**src/tlc_pkg.sv**
```systemverilog
`timescale 1ns / 1ps
`default_nettype none
package tlc_pkg;

    localparam int WINDOW    = 32;
    localparam int CHANNELS  = 8;
    localparam int FRAC_BITS = 24;

    localparam int VW     = 48;
    localparam int CHW    = 3;
    localparam int CFGW   = 48;
    localparam int CFG_IW = 2;
    localparam int NW     = $clog2(WINDOW + 1);
    localparam int IW     = $clog2(WINDOW);
    localparam int CW     = (CHANNELS > 1) ? $clog2(CHANNELS) : 1;
    localparam int DEPTH  = CHANNELS * WINDOW;
    localparam int AW     = $clog2(DEPTH);

    // sum, sum of squares, scaled variance, deviation
    localparam int SW  = VW + IW;
    localparam int QW  = 2 * VW - 1 + IW;
    localparam int DW  = QW + IW;
    localparam int DVW = SW + 2;

    // digit-serial multiplier
    localparam int MDIG   = 8;
    localparam int MSTEPS = (DVW - 1 + MDIG - 1) / MDIG;
    localparam int MBW    = MSTEPS * MDIG;
    localparam int PW     = (DW + 8 > 2 * DVW) ? DW + 8 : 2 * DVW;

    localparam logic [CFG_IW-1:0] CFG_HIST  = 2'd0;
    localparam logic [CFG_IW-1:0] CFG_MINH  = 2'd1;
    localparam logic [CFG_IW-1:0] CFG_FLOOR = 2'd2;
    localparam logic [CFG_IW-1:0] CFG_SIGMA = 2'd3;

    localparam logic [5:0]  RST_HIST  = 6'd32;
    localparam logic [5:0]  RST_MINH  = 6'd10;
    localparam logic [47:0] RST_FLOOR = 48'd2814750;
    localparam logic [7:0]  RST_SIGMA = 8'd9;

    localparam logic [CHW-1:0] CH_LAT   = 3'd0;
    localparam logic [CHW-1:0] CH_LON   = 3'd1;
    localparam logic [CHW-1:0] CH_ROLL  = 3'd2;
    localparam logic [CHW-1:0] CH_PITCH = 3'd3;
    localparam logic [CHW-1:0] CH_YAW   = 3'd4;
    localparam logic [CHW-1:0] CH_ALT   = 3'd5;
    localparam logic [CHW-1:0] CH_PRES  = 3'd6;
    localparam logic [CHW-1:0] CH_TEMP  = 3'd7;

    typedef enum logic [3:0] {
        S_IDLE, S_CHK, S_RD, S_ACC, S_MSTART, S_MWAIT, S_DIV, S_LATE, S_OUT
    } t_state;

    typedef enum logic [2:0] {
        MOP_SQX, MOP_NQ, MOP_SS, MOP_FLR, MOP_NV, MOP_DEV, MOP_SD
    } t_mop;

    typedef struct packed {
        logic load;
        logic init_acc;
        logic rd;
        logic acc_x;
        logic mul_start;
        logic cap;
        logic div_init;
        logic div_step;
        logic div_fin;
        logic late;
        logic out_load;
        t_mop mop;
    } t_cmd;

    typedef struct packed {
        logic test_ok;
        logic last;
        logic mul_busy;
        logic gt_floor;
        logic gt_dev;
        logic div_done;
        logic out_free;
    } t_sts;

endpackage
`default_nettype wire

```
**src/tlc_ctrl.sv**
```systemverilog
`timescale 1ns / 1ps
`default_nettype none
module tlc_ctrl (
    input  wire logic          i_clk,
    input  wire logic          i_rst_n,
    input  wire logic          i_in_valid,
    output logic               o_in_stall,
    input  wire tlc_pkg::t_sts i_sts,
    output tlc_pkg::t_cmd      o_cmd
);
    import tlc_pkg::*;

    t_state r_state, n_state;
    t_mop   r_mop, n_mop;

    always_ff @(posedge i_clk) begin
        if (!i_rst_n) begin
            r_state <= S_IDLE;
            r_mop   <= MOP_SQX;
        end else begin
            r_state <= n_state;
            r_mop   <= n_mop;
        end
    end

    always_comb begin
        n_state    = r_state;
        n_mop      = r_mop;
        o_cmd      = '0;
        o_cmd.mop  = r_mop;
        o_in_stall = 1'b1;
        case (r_state)
            S_IDLE: begin
                o_in_stall = 1'b0;
                if (i_in_valid) begin
                    o_cmd.load = 1'b1;
                    n_state    = S_CHK;
                end
            end
            S_CHK: begin
                if (i_sts.test_ok) begin
                    o_cmd.init_acc = 1'b1;
                    n_state        = S_RD;
                end else begin
                    n_state = S_LATE;
                end
            end
            S_RD: begin
                o_cmd.rd = 1'b1;
                n_state  = S_ACC;
            end
            S_ACC: begin
                o_cmd.acc_x = 1'b1;
                n_mop       = MOP_SQX;
                n_state     = S_MSTART;
            end
            S_MSTART: begin
                o_cmd.mul_start = 1'b1;
                n_state         = S_MWAIT;
            end
            S_MWAIT: begin
                if (!i_sts.mul_busy) begin
                    o_cmd.cap = 1'b1;
                    n_state   = S_MSTART;
                    case (r_mop)
                        MOP_SQX: begin
                            if (i_sts.last) n_mop = MOP_NQ;
                            else n_state = S_RD;
                        end
                        MOP_NQ:  n_mop = MOP_SS;
                        MOP_SS:  n_mop = MOP_FLR;
                        MOP_FLR: begin
                            if (i_sts.gt_floor) n_mop = MOP_NV;
                            else n_state = S_LATE;
                        end
                        MOP_NV:  n_mop = MOP_DEV;
                        MOP_DEV: n_mop = MOP_SD;
                        MOP_SD: begin
                            if (i_sts.gt_dev) begin
                                o_cmd.div_init = 1'b1;
                                n_state        = S_DIV;
                            end else begin
                                n_state = S_LATE;
                            end
                        end
                        default: n_state = S_LATE;
                    endcase
                end
            end
            S_DIV: begin
                if (i_sts.div_done) begin
                    o_cmd.div_fin = 1'b1;
                    n_state       = S_LATE;
                end else begin
                    o_cmd.div_step = 1'b1;
                end
            end
            S_LATE: begin
                o_cmd.late = 1'b1;
                n_state    = S_OUT;
            end
            S_OUT: begin
                if (i_sts.out_free) begin
                    o_cmd.out_load = 1'b1;
                    n_state        = S_IDLE;
                end
            end
            default: n_state = S_IDLE;
        endcase
    end
endmodule
`default_nettype wire

```
**config.mk**
```make
export PLATFORM = sky130hd
export DESIGN_NAME = tlc_ctrl
export DESIGN_NICKNAME = d
export VERILOG_FILES = /design/src/tlc_pkg.sv /design/src/tlc_ctrl.sv
export SDC_FILE = /design/constraint.sdc
export NUM_CORES = 1
export LEC_CHECK = 0
export BUFFER_PORTS_ARGS = -buffer_cell sky130_fd_sc_hd__buf_2
export CORE_MARGIN = 3
export CORE_UTILIZATION = 43
export CTS_BUF_LIST = sky130_fd_sc_hd__clkbuf_4 sky130_fd_sc_hd__clkbuf_8
export DETAILED_ROUTE_END_ITERATION = 7
export GPL_TIMING_DRIVEN = 0
export HOLD_SLACK_MARGIN = 0.15
export PLACE_DENSITY = 0.78
export SETUP_SLACK_MARGIN = 0.05
export SKIP_LAST_GASP = 1
export SYNTH_ARGS = -nofsm -noshare
export SYNTH_HDL_FRONTEND = slang
export SYNTH_SLANG_ARGS = --single-unit
export TNS_END_PERCENT = 1
```
**constraint.sdc**
```tcl
create_clock -name i_clk -period 1.5 [get_ports i_clk]
set_clock_uncertainty 0.2 [all_clocks]
set_input_delay 0.15 -clock i_clk [delete_from_list [all_inputs] [get_ports i_clk]]
set_output_delay 0.15 -clock i_clk [all_outputs]
set_load 0.05 [all_outputs]
```
==> summary.md <==
| Metric | Value |
|---|---|
| Outcome | `finished with violations` |
| Failing checks | `setup timing` |
| Largest area contributor in the netlist | `dfxtp_1` |
| Crit path buf inv count | `2` |
| Pwr/cell area | `967 mW/mm^2` |
| Worst Setup SP | `r_state[3]` |
| Synth top area share | `23.6%` |
| Total CTS buffers | `3` |
| Vias in the first global route | `a little over 600` |
| Nets | `approximately 130` |
| Final WS setup | `-0.372 ns` |
| CTS sink cnt | `7` |
| Via count | `711` |
| Clock transition at the registers of the reported paths | `0.05 ns` |
| First-pass GRT wire length | `2.77 mm` |
| Crit Path Class | `reg2out` |
| N_diodes | `0` |
| Antenna-violating nets left | `0` |
| Port Buf Inserts | `24` |
| Final setup fails | `18` |
| Die X | `~43 microns` |
| GPL Wtd Cong | `0.868` |
| CP top delay family | `simple AND/OR/NAND/NOR gates` |
| CP Max Fanout | `8` |
| Clock root buffer | `clkbuf_4` |
| DIE AREA | `0.00186 sq mm` |
| Drt drc | `0` |
| Overall routing resource usage | `18.4%` |
| Top-count cell post-synth | `nor2_1` |
| Switch share | `43.1%` |
| Wire per inst | `13.1 microns` |
| LEAKAGE | `approximately 0.40 nW` |
| Syn nets | `93` |
| R2R setup slack | `-0.28 ns` |
| Seq/Total Area, Yosys | `a little under a quarter` |
| Max-cap violations | `0` |
| Int Pwr | `0.466 mW` |
| Initial Utilization | `49.5%` |
| DRT Wirelength | `1.69 mm` |
| P_sw | `0.353 mW` |
| Worst EP required | `around 1.2 ns` |
| CTS tree | `built` |
| Worst Reg-to-Reg Cells | `6` |
| #FFs+latches synth | `7` |
| Crit share post-route | `125%` |
| Combinational share of power | `52.1%` |
| RSZ-0062 raised after global routing | `true` |
| Total grt overflow | `0` |
| Synth unique cells | `35` |
| Worst path arrival time | `1.52 ns` |
| Slew headroom | `62.7%` |
| Final Hold Viols | `0` |
| Share of cells above drive strength 1 | `between 30% and 40%` |
| Detail Placement HPWL | `1.30 mm` |
| Gate Count Post-Synth | `83` |
| Iter 0 DRT Violations | `30` |
| Clock buffer depth | `2` |
| Maximum VDD drop | `between 0.8 and 0.9 mV` |
| Core area | `0.00120 sq mm` |
| Clk network pwr share | `21.4%` |
| Ys async rst share | `0%` |
| Reg-to-reg endpoint | `r_mop[0]` |
| Via density | `between 5 and 6` |
| Skew-Pair Late Insertion Delay | `between 0.2 and 0.25 ns` |
| CP endpoint kind | `primary output` |
| Fillcell total | `104` |
| Syn Area/Cell | `between 7 and 8 sq um` |
| Finished Layout Cells | `129` |
| Top_reg_cell synth | `dfxtp_1` |
| Rows | `12` |
| Syn. warnings | `0` |
| Top cells by count, synth | `nor2_1 (10), inv_1 (8), nand2_1 (8), dfxtp_1 (7), nor3_1 (6)` |
| Crit-path slowest cell | `dfxtp_1` |
| CP cell instances | `or2b_4, or3_4, inv_1, buf_6` |
| Worst path max stage delay | `0.37 ns` |
| Pins Over Slew Limit | `0` |
| Placed cells | `roughly 120` |
| I/O pin count | `25` |
| Antenna violations before repair | `0` |
| Synthesized cell area | `between 500 and 600 sq um` |
| Slew @ Worst Pin | `about 0.56 ns` |
| Shortest period the worst path allows | `1.87 ns` |
| DRT Pass-1 Iters | `4` |
| Largest net degree at the start of global routing | `11` |
| Post-synth EDFFs | `0` |
| H-tree Lvls | `1` |
| Dpl ws | `-0.309 ns` |
| CP Depth | `4` |
| Worst reg2reg path startpoint | `r_state[1]` |
| Crit start category | `flip-flop` |
| Area contributors post-synth | `dfxtp_1 (24%), nor2_1 (6.3%), nor3_1 (5.1%)` |
| Area growth, synth to finish | `42.5%` |
| HP Class | `in2reg` |
| Crit path capture | `o_cmd[10]` |
| Max Clk Rate | `534 MHz` |
| Sequential share of power | `about a quarter` |
| Die height | `43.2 microns` |
[placed cells by master, fill, tap and decap left out, types with 3 or more instances in the layout]
master	synthesis	final
nor2_1	10	10
o21a_1	3	3
nand2_1	8	7
buf_6	1	4
dfxtp_1	7	7
inv_1	8	7
clkbuf_4	0	5
buf_4	2	3
a21oi_1	5	5
nand2b_1	4	4
buf_2	1	22
nor3_1	6	4
[worst reg2reg max path, stage by stage, from the launching register on]
cell and delay, ns:
dfxtp_1 0.31, buf_6 0.13, or2_1 0.21, buf_6 0.13, buf_4 0.13, o311a_1 0.32
o221a_1 0.23
[per-layer routing]
metal / global-route usage [%] / share of wire [%] / up-vias
met5: 0 / 0 / -
met3: 0.847 / 6.3 / 2
met4: 6.02 / 0.59 / 0
met1: 26.3 / 44 / 323
met2: 28.9 / 49 / 25
li1: - / - / 361
[through the flow]
step | total power, mW | hold WS, ns | area, sq um | setup TNS [ns] | utilization, %
global route | 0.872 | 0.178 | 847 | -5.42 | 70.5
finish | 0.819 | 0.156 | 847 | -3.84 | 70.5
floorplan | 0.536 | 0.0783 | 627 | -5.37 | -
global placement | 0.618 | 0.236 | 764 | -1.27 | 63.6
detailed placement | 0.623 | 0.238 | 764 | -1.46 | 63.6
CTS | 0.821 | 0.155 | 842 | -3.91 | 70.1
[cell families (layout without fill, tap and decap cells)]
family,after synthesis,after routing,share of synthesized area (%)
and+or+nand+nor,43,43,40.2
AOI/OAI and AO/OA,21,21,25.9
buffers and inverters,12,44,10.3
DFF,7,7,23.6
[power by group through the flow]
stage	logic [mW]	registers, mW	clock network (mW)
after floorplan	0.319	0.218	0
after global placement	0.397	0.220	0
after detailed placement	0.403	0.220	0
after CTS	0.420	0.217	0.185
after global routing	0.457	0.219	0.196
final	0.426	0.217	0.176
[sequential cells by signal (all words and copies together) (netlist names)]
name,cells
r_state,4
r_mop,3
[repair_timing]
item                                   in CTS  in global routing
setup endpoints to repair                  18                 18
buffers inserted                            2                  0
gates cloned                                0                  0
pin swaps                                   1                  0
resized for setup                           4                  2
endpoints found under the hold margin       7                  0
hold buffers                                2                  0
[worst min path at each step]
stage	start	to	slack, ns	depth (start not counted)
finish	i_sts[0]	r_state[3]	0.16	4
detailed placement	i_rst_n	r_state[1]	0.24	3
global route	i_sts[0]	r_state[3]	0.18	4
floorplan	i_rst_n	r_state[1]	0.08	2
global placement	i_rst_n	r_state[1]	0.24	3
CTS	i_sts[0]	r_state[3]	0.15	4
[final cells by class]
| class | count | area, sq um | share of cell area (%) |
|---|---|---|---|
| Inverter | 8 | 30.0 | 3.55 |
| Tap cell | 14 | 17.5 | 2.07 |
| Multi-Input combinational cell | 64 | 424 | 50.1 |
| Buffer | 4 | 35.0 | 4.14 |
| Clock buffer | 4 | 30.0 | 3.55 |
| Timing Repair Buffer | 28 | 170 | 20.1 |
| Sequential cell | 7 | 140 | 16.5 |
Note: power is estimated with default switching activity, not from simulation.
